### src/hdl/qlst_pkg.sv
// Shared widths, constants and types of the quad light sensor tracker step.
package qlst_pkg;

	localparam int ANGLE_W = 8;
	localparam int BAND_W  = 7;
	localparam int DELAY_W = 7;

	localparam int LEVEL_LOW  = 10;
	localparam int LEVEL_HIGH = 300;
	localparam int OFFSET_W   = 9;

	localparam logic [ANGLE_W-1:0] HOME_ANGLE = 8'd90;
	localparam logic [ANGLE_W-1:0] MAX_ANGLE  = 8'd180;
	localparam logic [ANGLE_W-1:0] MIN_ANGLE  = 8'd0;

	localparam logic [BAND_W-1:0]  BAND_MIN      = 7'd5;
	localparam logic [BAND_W-1:0]  BAND_MAX      = 7'd100;
	localparam logic [DELAY_W-1:0] DELAY_SLOW    = 7'd100;
	localparam logic [DELAY_W-1:0] DELAY_FAST    = 7'd50;
	localparam logic [BAND_W-1:0]  OUTSIDE_BAND  = 7'd50;
	localparam logic [DELAY_W-1:0] OUTSIDE_DELAY = 7'd50;

	// Scaled reciprocal of the level span: ceil(2^24 / 290), folded with the slopes.
	localparam int RECIP_SHIFT = 24;
	localparam logic [31:0] SPAN_RECIP  = 32'd57853;
	localparam logic [31:0] BAND_RECIP  = 32'(95) * SPAN_RECIP;
	localparam logic [31:0] DELAY_RECIP = 32'(50) * SPAN_RECIP;

	typedef struct packed {
		logic [BAND_W-1:0]  deadband;
		logic [DELAY_W-1:0] settle_delay_ms;
	} map_t;

endpackage

### src/hdl/qlst_sample_if.sv
// Request channel carrying one set of four light samples.
interface qlst_sample_if #(
	parameter int SAMPLE_BITS = 10
);
	logic                   valid;
	logic                   ready;
	logic [SAMPLE_BITS-1:0] light_top_left;
	logic [SAMPLE_BITS-1:0] light_top_right;
	logic [SAMPLE_BITS-1:0] light_bottom_left;
	logic [SAMPLE_BITS-1:0] light_bottom_right;

	modport source (
		output valid, light_top_left, light_top_right, light_bottom_left, light_bottom_right,
		input  ready
	);
	modport sink (
		input  valid, light_top_left, light_top_right, light_bottom_left, light_bottom_right,
		output ready
	);
endinterface

### src/hdl/qlst_result_if.sv
// Result channel carrying the new angles, the deadband and the settle delay.
interface qlst_result_if;
	logic                          valid;
	logic                          ready;
	logic [qlst_pkg::ANGLE_W-1:0]  vertical_angle;
	logic [qlst_pkg::ANGLE_W-1:0]  horizontal_angle;
	logic [qlst_pkg::BAND_W-1:0]   deadband;
	logic [qlst_pkg::DELAY_W-1:0]  settle_delay_ms;

	modport source (
		output valid, vertical_angle, horizontal_angle, deadband, settle_delay_ms,
		input  ready
	);
	modport sink (
		input  valid, vertical_angle, horizontal_angle, deadband, settle_delay_ms,
		output ready
	);
endinterface

### src/hdl/quad_light_sensor_tracker_step_core.sv
// Top level of the quad light sensor tracker step: input stage, step logic and result stage.
//
//  Channel  Direction  Carries
//  sample   in         four light samples per request
//  result   out        vertical and horizontal angle, deadband, settle delay
//
// Each request is registered in the input stage and then moves on to the result stage, from which
// its result is offered; one request is taken every cycle while results are taken as offered.
// The position registers are updated as a request moves into the result stage.
// Reset puts both positions at 90 degrees and empties both stages.
// A stalled result holds; the input stage still takes a request while it is empty.
module quad_light_sensor_tracker_step_core #(
	parameter int SAMPLE_BITS = 10
) (
	input  logic          clk,
	input  logic          arst_n,
	qlst_sample_if.sink   sample,
	qlst_result_if.source result
);
	import qlst_pkg::*;

	logic                   valid_s1;
	logic [SAMPLE_BITS-1:0] tl_s1;
	logic [SAMPLE_BITS-1:0] tr_s1;
	logic [SAMPLE_BITS-1:0] bl_s1;
	logic [SAMPLE_BITS-1:0] br_s1;

	logic                   valid_s2;
	logic [ANGLE_W-1:0]     vert_s2;
	logic [ANGLE_W-1:0]     horz_s2;
	logic [BAND_W-1:0]      band_s2;
	logic [DELAY_W-1:0]     delay_s2;

	logic [ANGLE_W-1:0]     vert_pos_q;
	logic [ANGLE_W-1:0]     horz_pos_q;

	logic                   advance;
	logic                   take;
	logic [SAMPLE_BITS:0]   top_sum;
	logic [SAMPLE_BITS:0]   bottom_sum;
	logic [SAMPLE_BITS:0]   left_sum;
	logic [SAMPLE_BITS:0]   right_sum;
	logic [SAMPLE_BITS:0]   level_sum;
	logic [SAMPLE_BITS-1:0] top_avg;
	logic [SAMPLE_BITS-1:0] bottom_avg;
	logic [SAMPLE_BITS-1:0] left_avg;
	logic [SAMPLE_BITS-1:0] right_avg;
	logic [SAMPLE_BITS-1:0] level;
	logic signed [SAMPLE_BITS:0] dv;
	logic signed [SAMPLE_BITS:0] dh;
	map_t                   map;
	logic [ANGLE_W-1:0]     vert_next;
	logic [ANGLE_W-1:0]     horz_next;

	assign advance      = valid_s1 && (!valid_s2 || result.ready);
	assign sample.ready = !valid_s1 || advance;
	assign take         = sample.valid && sample.ready;

	assign top_sum    = {1'b0, tl_s1} + {1'b0, tr_s1};
	assign bottom_sum = {1'b0, bl_s1} + {1'b0, br_s1};
	assign left_sum   = {1'b0, tl_s1} + {1'b0, bl_s1};
	assign right_sum  = {1'b0, tr_s1} + {1'b0, br_s1};
	assign top_avg    = top_sum[SAMPLE_BITS:1];
	assign bottom_avg = bottom_sum[SAMPLE_BITS:1];
	assign left_avg   = left_sum[SAMPLE_BITS:1];
	assign right_avg  = right_sum[SAMPLE_BITS:1];
	assign level_sum  = {1'b0, top_avg} + {1'b0, bottom_avg};
	assign level      = level_sum[SAMPLE_BITS:1];
	assign dv         = $signed({1'b0, top_avg}) - $signed({1'b0, bottom_avg});
	assign dh         = $signed({1'b0, left_avg}) - $signed({1'b0, right_avg});

	qlst_level_map #(
		.SAMPLE_BITS(SAMPLE_BITS)
	) u_level_map (
		.level(level),
		.map  (map)
	);

	qlst_axis_step #(
		.SAMPLE_BITS(SAMPLE_BITS)
	) u_vert_step (
		.diff    (dv),
		.band    (map.deadband),
		.pos     (vert_pos_q),
		.pos_next(vert_next)
	);

	qlst_axis_step #(
		.SAMPLE_BITS(SAMPLE_BITS)
	) u_horz_step (
		.diff    (dh),
		.band    (map.deadband),
		.pos     (horz_pos_q),
		.pos_next(horz_next)
	);

	always_ff @(posedge clk or negedge arst_n) begin
		if (!arst_n) begin
			valid_s1   <= 1'b0;
			valid_s2   <= 1'b0;
			vert_pos_q <= HOME_ANGLE;
			horz_pos_q <= HOME_ANGLE;
		end else begin
			if (sample.ready) begin
				valid_s1 <= sample.valid;
			end
			if (advance) begin
				valid_s2   <= 1'b1;
				vert_pos_q <= vert_next;
				horz_pos_q <= horz_next;
			end else if (result.ready) begin
				valid_s2 <= 1'b0;
			end
		end
	end

	always_ff @(posedge clk) begin
		if (take) begin
			tl_s1 <= sample.light_top_left;
			tr_s1 <= sample.light_top_right;
			bl_s1 <= sample.light_bottom_left;
			br_s1 <= sample.light_bottom_right;
		end
		if (advance) begin
			vert_s2  <= vert_next;
			horz_s2  <= horz_next;
			band_s2  <= map.deadband;
			delay_s2 <= map.settle_delay_ms;
		end
	end

	assign result.valid            = valid_s2;
	assign result.vertical_angle   = vert_s2;
	assign result.horizontal_angle = horz_s2;
	assign result.deadband         = band_s2;
	assign result.settle_delay_ms  = delay_s2;

`ifndef SYNTHESIS
	a_pos_range: assert property (@(posedge clk) disable iff (!arst_n)
		vert_pos_q <= MAX_ANGLE && horz_pos_q <= MAX_ANGLE)
		else $error("axis position beyond its upper limit");

	a_pos_hold: assert property (@(posedge clk) disable iff (!arst_n)
		!advance |=> $stable(vert_pos_q) && $stable(horz_pos_q))
		else $error("axis position moved without a request advancing");

	a_result_matches_pos: assert property (@(posedge clk) disable iff (!arst_n)
		advance |=> vert_s2 == vert_pos_q && horz_s2 == horz_pos_q)
		else $error("result angles differ from the stored positions");

	a_map_range: assert property (@(posedge clk) disable iff (!arst_n)
		valid_s2 |-> band_s2 >= BAND_MIN && band_s2 <= BAND_MAX
			&& delay_s2 >= DELAY_FAST && delay_s2 <= DELAY_SLOW)
		else $error("deadband or settle delay out of range");
`endif
endmodule

### src/hdl/qlst_level_map.sv
// Maps the light level to the deadband and the settle delay.
module qlst_level_map #(
	parameter int SAMPLE_BITS = 10
) (
	input  logic [SAMPLE_BITS-1:0] level,
	output qlst_pkg::map_t         map
);
	import qlst_pkg::*;

	localparam int CMP_W = (SAMPLE_BITS > OFFSET_W) ? SAMPLE_BITS : OFFSET_W;

	logic [CMP_W-1:0]    level_ext;
	logic [CMP_W-1:0]    offset;
	logic [OFFSET_W-1:0] d;
	logic                in_band;
	logic [31:0]         band_prod;
	logic [31:0]         delay_prod;

	assign level_ext  = CMP_W'(level);
	assign in_band    = (level_ext > CMP_W'(LEVEL_LOW)) && (level_ext < CMP_W'(LEVEL_HIGH));
	assign offset     = level_ext - CMP_W'(LEVEL_LOW);
	assign d          = offset[OFFSET_W-1:0];
	assign band_prod  = 32'(d) * BAND_RECIP;
	assign delay_prod = 32'(d) * DELAY_RECIP;

	always_comb begin
		if (in_band) begin
			map.deadband        = BAND_MIN + band_prod[RECIP_SHIFT+BAND_W-1:RECIP_SHIFT];
			map.settle_delay_ms = DELAY_SLOW
				- {1'b0, delay_prod[RECIP_SHIFT+DELAY_W-2:RECIP_SHIFT]};
		end else begin
			map.deadband        = OUTSIDE_BAND;
			map.settle_delay_ms = OUTSIDE_DELAY;
		end
	end
endmodule

### src/hdl/qlst_axis_step.sv
// Steps one axis position by one degree against the deadband and clamps it.
module qlst_axis_step #(
	parameter int SAMPLE_BITS = 10
) (
	input  logic signed [SAMPLE_BITS:0]  diff,
	input  logic [qlst_pkg::BAND_W-1:0]  band,
	input  logic [qlst_pkg::ANGLE_W-1:0] pos,
	output logic [qlst_pkg::ANGLE_W-1:0] pos_next
);
	import qlst_pkg::*;

	logic [SAMPLE_BITS:0]   neg_diff;
	logic [SAMPLE_BITS-1:0] mag;
	logic                   move;

	assign neg_diff = (SAMPLE_BITS+1)'(-diff);
	assign mag      = diff[SAMPLE_BITS] ? neg_diff[SAMPLE_BITS-1:0] : diff[SAMPLE_BITS-1:0];
	assign move     = mag > SAMPLE_BITS'(band);

	always_comb begin
		pos_next = pos;
		if (move) begin
			if (!diff[SAMPLE_BITS]) begin
				if (pos < MAX_ANGLE) begin
					pos_next = pos + ANGLE_W'(1);
				end
			end else if (pos != MIN_ANGLE) begin
				pos_next = pos - ANGLE_W'(1);
			end
		end
	end
endmodule

### src/flat_wrapper.sv
// flat-port wrapper written by rule: the top's interface ports become plain ports
module quad_light_sensor_tracker_step_core_flat import qlst_pkg::*;
#(
	parameter int SAMPLE_BITS = 10
)
  (clk, arst_n, sample_valid, sample_light_top_left, sample_light_top_right, sample_light_bottom_left, sample_light_bottom_right, sample_ready, result_valid, result_vertical_angle, result_horizontal_angle, result_deadband, result_settle_delay_ms, result_ready);
  qlst_sample_if #(.SAMPLE_BITS(SAMPLE_BITS)) sample_i ();
  qlst_result_if result_i ();
  input  logic clk;
  input  logic arst_n;
  input wire logic [$bits(sample_i.valid)-1:0] sample_valid;
  input wire logic [$bits(sample_i.light_top_left)-1:0] sample_light_top_left;
  input wire logic [$bits(sample_i.light_top_right)-1:0] sample_light_top_right;
  input wire logic [$bits(sample_i.light_bottom_left)-1:0] sample_light_bottom_left;
  input wire logic [$bits(sample_i.light_bottom_right)-1:0] sample_light_bottom_right;
  output wire logic [$bits(sample_i.ready)-1:0] sample_ready;
  output wire logic [$bits(result_i.valid)-1:0] result_valid;
  output wire logic [$bits(result_i.vertical_angle)-1:0] result_vertical_angle;
  output wire logic [$bits(result_i.horizontal_angle)-1:0] result_horizontal_angle;
  output wire logic [$bits(result_i.deadband)-1:0] result_deadband;
  output wire logic [$bits(result_i.settle_delay_ms)-1:0] result_settle_delay_ms;
  input wire logic [$bits(result_i.ready)-1:0] result_ready;
  assign sample_i.valid = sample_valid;
  assign sample_i.light_top_left = sample_light_top_left;
  assign sample_i.light_top_right = sample_light_top_right;
  assign sample_i.light_bottom_left = sample_light_bottom_left;
  assign sample_i.light_bottom_right = sample_light_bottom_right;
  assign sample_ready = sample_i.ready;
  assign result_valid = result_i.valid;
  assign result_vertical_angle = result_i.vertical_angle;
  assign result_horizontal_angle = result_i.horizontal_angle;
  assign result_deadband = result_i.deadband;
  assign result_settle_delay_ms = result_i.settle_delay_ms;
  assign result_i.ready = result_ready;
  quad_light_sensor_tracker_step_core #(.SAMPLE_BITS(SAMPLE_BITS)) u_core (.clk(clk), .arst_n(arst_n), .sample(sample_i), .result(result_i));
endmodule
### config.mk
export PLATFORM = sky130hd
export DESIGN_NAME = quad_light_sensor_tracker_step_core_flat
export DESIGN_NICKNAME = d
export VERILOG_FILES = /design/src/hdl/qlst_pkg.sv /design/src/hdl/qlst_sample_if.sv /design/src/hdl/qlst_result_if.sv /design/src/hdl/quad_light_sensor_tracker_step_core.sv /design/src/hdl/qlst_level_map.sv /design/src/hdl/qlst_axis_step.sv /design/src/flat_wrapper.sv
export SDC_FILE = /design/constraint.sdc
export NUM_CORES = 1
export LEC_CHECK = 0
export ABC_AREA = 1
export CAP_MARGIN = 40
export CORE_UTILIZATION = 50
export CTS_CLUSTER_DIAMETER = 150
export DETAILED_ROUTE_END_ITERATION = 16
export DONT_BUFFER_PORTS = 1
export GPL_TIMING_DRIVEN = 0
export PLACE_DENSITY_LB_ADDON = 0.25
export SLEW_MARGIN = 25
export SYNTH_ARGS = -nofsm -noshare
export SYNTH_HDL_FRONTEND = slang
export SYNTH_SLANG_ARGS = --single-unit
### constraint.sdc
create_clock -name clk -period 28.4 [get_ports clk]
set_input_delay 7.1 -clock clk [delete_from_list [all_inputs] [get_ports clk]]
set_output_delay 7.1 -clock clk [all_outputs]
set_load 0.05 [all_outputs]
==> results.py <==
metrics = {
    "status": {
        "outcome": "finished, final reports clean",
    },
    "timing": {
        "clock_skew_ps": 10.1,
        "slew_headroom_pct": 60.8,
        "hold_viol": 0,
        "rsz0062_at_grt": "no",
        "fin_crit_ps": 14680,
        "setup_violations": 0,
        "finalSetupTns_ps": 0,
        "worst_pin_slew_ps": 586,
        "maxSlewViolCount": 0,
        "fin_crit_sh_pct": 51.7,
        "max_freq_ghz": 0.0681,
    },
    "synth": {
        "synth-seq-cells": 88,
        "async_flop_share_pct": 20.5,
        "mappedNetlistArea_um2": 14000,
        "synthMostInstantiatedCell": "nand2_1",
        "ys_types": 50,
        "synthTopCellsByArea": "ha_1 20%, edfxtp_1 15%, fa_1 13%",
        "syn_nets": 2196,
        "synth.avg_cell_area_um2": 7.60,
        "synth_flop_cell": "edfxtp_1",
        "yosysWarnings": 0,
        "synth_top_area_cell": "ha_1",
        "synthTopCellsByCount": "397 x nand2_1, 355 x inv_1, 223 x ha_1, 119 x nand3_1, 107 x nor2_1",
        "synth_top_area_share_pct": 19.9,
        "synth-edff-count": 70,
        "syn_inst": 1841,
        "ys_seq_area_share_pct": 18.3,
    },
    "worst_hold_path": {
        "min_path_cells": 2,
        "min_path_type": "register to register",
    },
    "finish": {
        "area_delta_synth_final_pct": 5.88,
        "drive_above_1_share_pct": 5.11,
        "antenna_cells": 0,
        "nets": 2209,
    },
    "grt": {
        "grt_usage_pct": 23.4,
        "antenna_found_initial": 0,
        "grt_pass1_vias": 11400,
        "grt_overflow": 0,
        "grt_pass1_wl_um": 54100,
        "grt_max_degree": 41,
    },
    "route": {
        "via_per_inst": 5.30,
        "wl_per_cell_um": 14.6,
        "vias": 11800,
        "first_pass_iters": 5,
        "drcViolationCount": 0,
        "drtIter0Drc": 626,
        "route.final.wire_length_um": 32700,
        "drtAntennaViolNets": 0,
    },
    "clocking": {
        "cts_tree": "yes",
        "htree_levels": 3,
        "clk_latency_ps": 350,
        "cts_setup_buffers": 0,
        "cts_buffers": 9,
        "postCtsHoldBufs": 0,
        "clk_pin_slew_worst_paths_ps": 70,
        "clockBufferDepth": 2,
        "root_buffer": "clkbuf_16",
        "clock-sinks": 88,
        "cts_resized": 0,
    },
    "setup_path": {
        "crit_fanout": 3,
        "cp.depth": 2,
        "critPathTopFamily": "simple AND/OR/NAND/NOR gates",
        "cp_slowest_stage_delay_ps": 430,
        "worstPathCellList": "inv_1, nand3_1",
        "worst-path-buf-inv": 1,
        "r2r_cells": 51,
        "cp_slowest_cell": "nand3_1",
        "startpoint_type": "input pin",
        "cp.arrival_ps": 7580,
        "required_ps": 21300,
        "crit_type": "input pin to output port",
        "end_kind": "output port",
    },
    "place": {
        "place_congestion": 0.970,
        "port_buffers": 0,
        "dp_hpwl_um": 27800,
    },
    "die": {
        "start_util_pct": 51.5,
        "dieArea_um2": 28700,
        "design.core.area_um2": 27200,
        "die_x_um": 169,
        "die_y_um": 169,
        "rows": 60,
        "io_pins": 76,
    },
    "run": {
        "drv_cap": 0,
    },
}
-- layer usage --
layer  wire length [µm]  share of wire, %  vias up  track usage (%)
met4               1170               3.6        0             9.64
li1                   -                 -     5980                -
met1              14500                44     5489             29.8
met2              15600                48      289             40.6
met3               1390               4.3       70             2.36
met5                  0                 0        -                0
-- placed cells by master, fill, tap and decap left out, types with 5 or more instances in the layout --
master,count
xnor2_1,23
o31ai_1,6
o21bai_1,20
and2_1,15
nor2_1,107
inv_1,354
xor2_1,52
nand3_1,119
a21oi_2,5
edfxtp_1,70
a21o_1,13
o21ai_0,63
nand2_1,397
ha_1,223
a21boi_0,5
inv_2,12
fa_1,88
nor3_1,25
dfrtp_1,10
nand4_1,30
o211ai_1,5
a21oi_1,105
clkbuf_16,9
or2_2,5
dfstp_2,8
nand3b_1,5
nand2_2,19
a31oi_1,5
-- registers in the layout, indices dropped and copies added (netlist names) --
register	count
u_core.horz_pos_q	8
u_core.tr_s1	10
u_core.result.valid	1
u_core.br_s1	10
u_core.bl_s1	10
u_core.result.deadband	7
u_core.tl_s1	10
u_core.result.vertical_angle	8
u_core.result.horizontal_angle	8
u_core.vert_pos_q	8
u_core.valid_s1	1
u_core.result.settle_delay_ms	7
-- area by class of cell --
cell class                      count  area, µm²
Buffer                             12       78.8
Clock buffer                        9        225
Clock inverter                      7       83.8
Fill cell                        2642      12400
Inverter                          368       1380
Multi-Input combinational cell   1373       9970
Sequential cell                    88       2560
Tap cell                          372        465
Timing Repair Buffer                2       47.5
-- metrics by stage --
stage                     utilization (%)  setup WS [ps]  hold WS [ps]  cells  instance area (µm²)
after detailed placement             53.3          13710           476   2214                14500
after global routing                 54.5          13680           499   2231                14800
after floorplan                         -          13740           457   1841                14000
after global placement               53.2          13720           476   2213                14500
after CTS                            54.4          13710           488   2230                14800
final                                54.5          13720           490   2231                14800
-- final timing paths --
check | from | endpoint | slack, ps
setup / recovery | result_ready | sample_ready | 13720
hold / removal | u_core.vert_pos_q[1]$_DFFE_PN1P_ | u_core.vert_pos_q[1]$_DFFE_PN1P_ | 490
setup reg to reg | u_core.bl_s1[1]$_DFFE_PP_ | u_core.result.vertical_angle[7]$_DFFE_PP_ | 17680
hold reg to reg | u_core.vert_pos_q[1]$_DFFE_PN1P_ | u_core.vert_pos_q[1]$_DFFE_PN1P_ | 490
max in group asynchronous | arst_n | u_core.vert_pos_q[6]$_DFFE_PN1P_ | 21780
min in group asynchronous | arst_n | u_core.vert_pos_q[2]$_DFFE_PN0P_ | 6440
-- logic make-up after synthesis --
group	Yosys count	share of synthesized area, %
xor+xnor	79	5.32
compound gates	245	10.2
buf+inv	380	10.5
flops	88	18.3
simple gates	738	23.2
fa+ha+maj	311	32.5
Power is not shown: default switching activity piles up to over one toggle a cycle in this logic, so the estimate is an artifact.
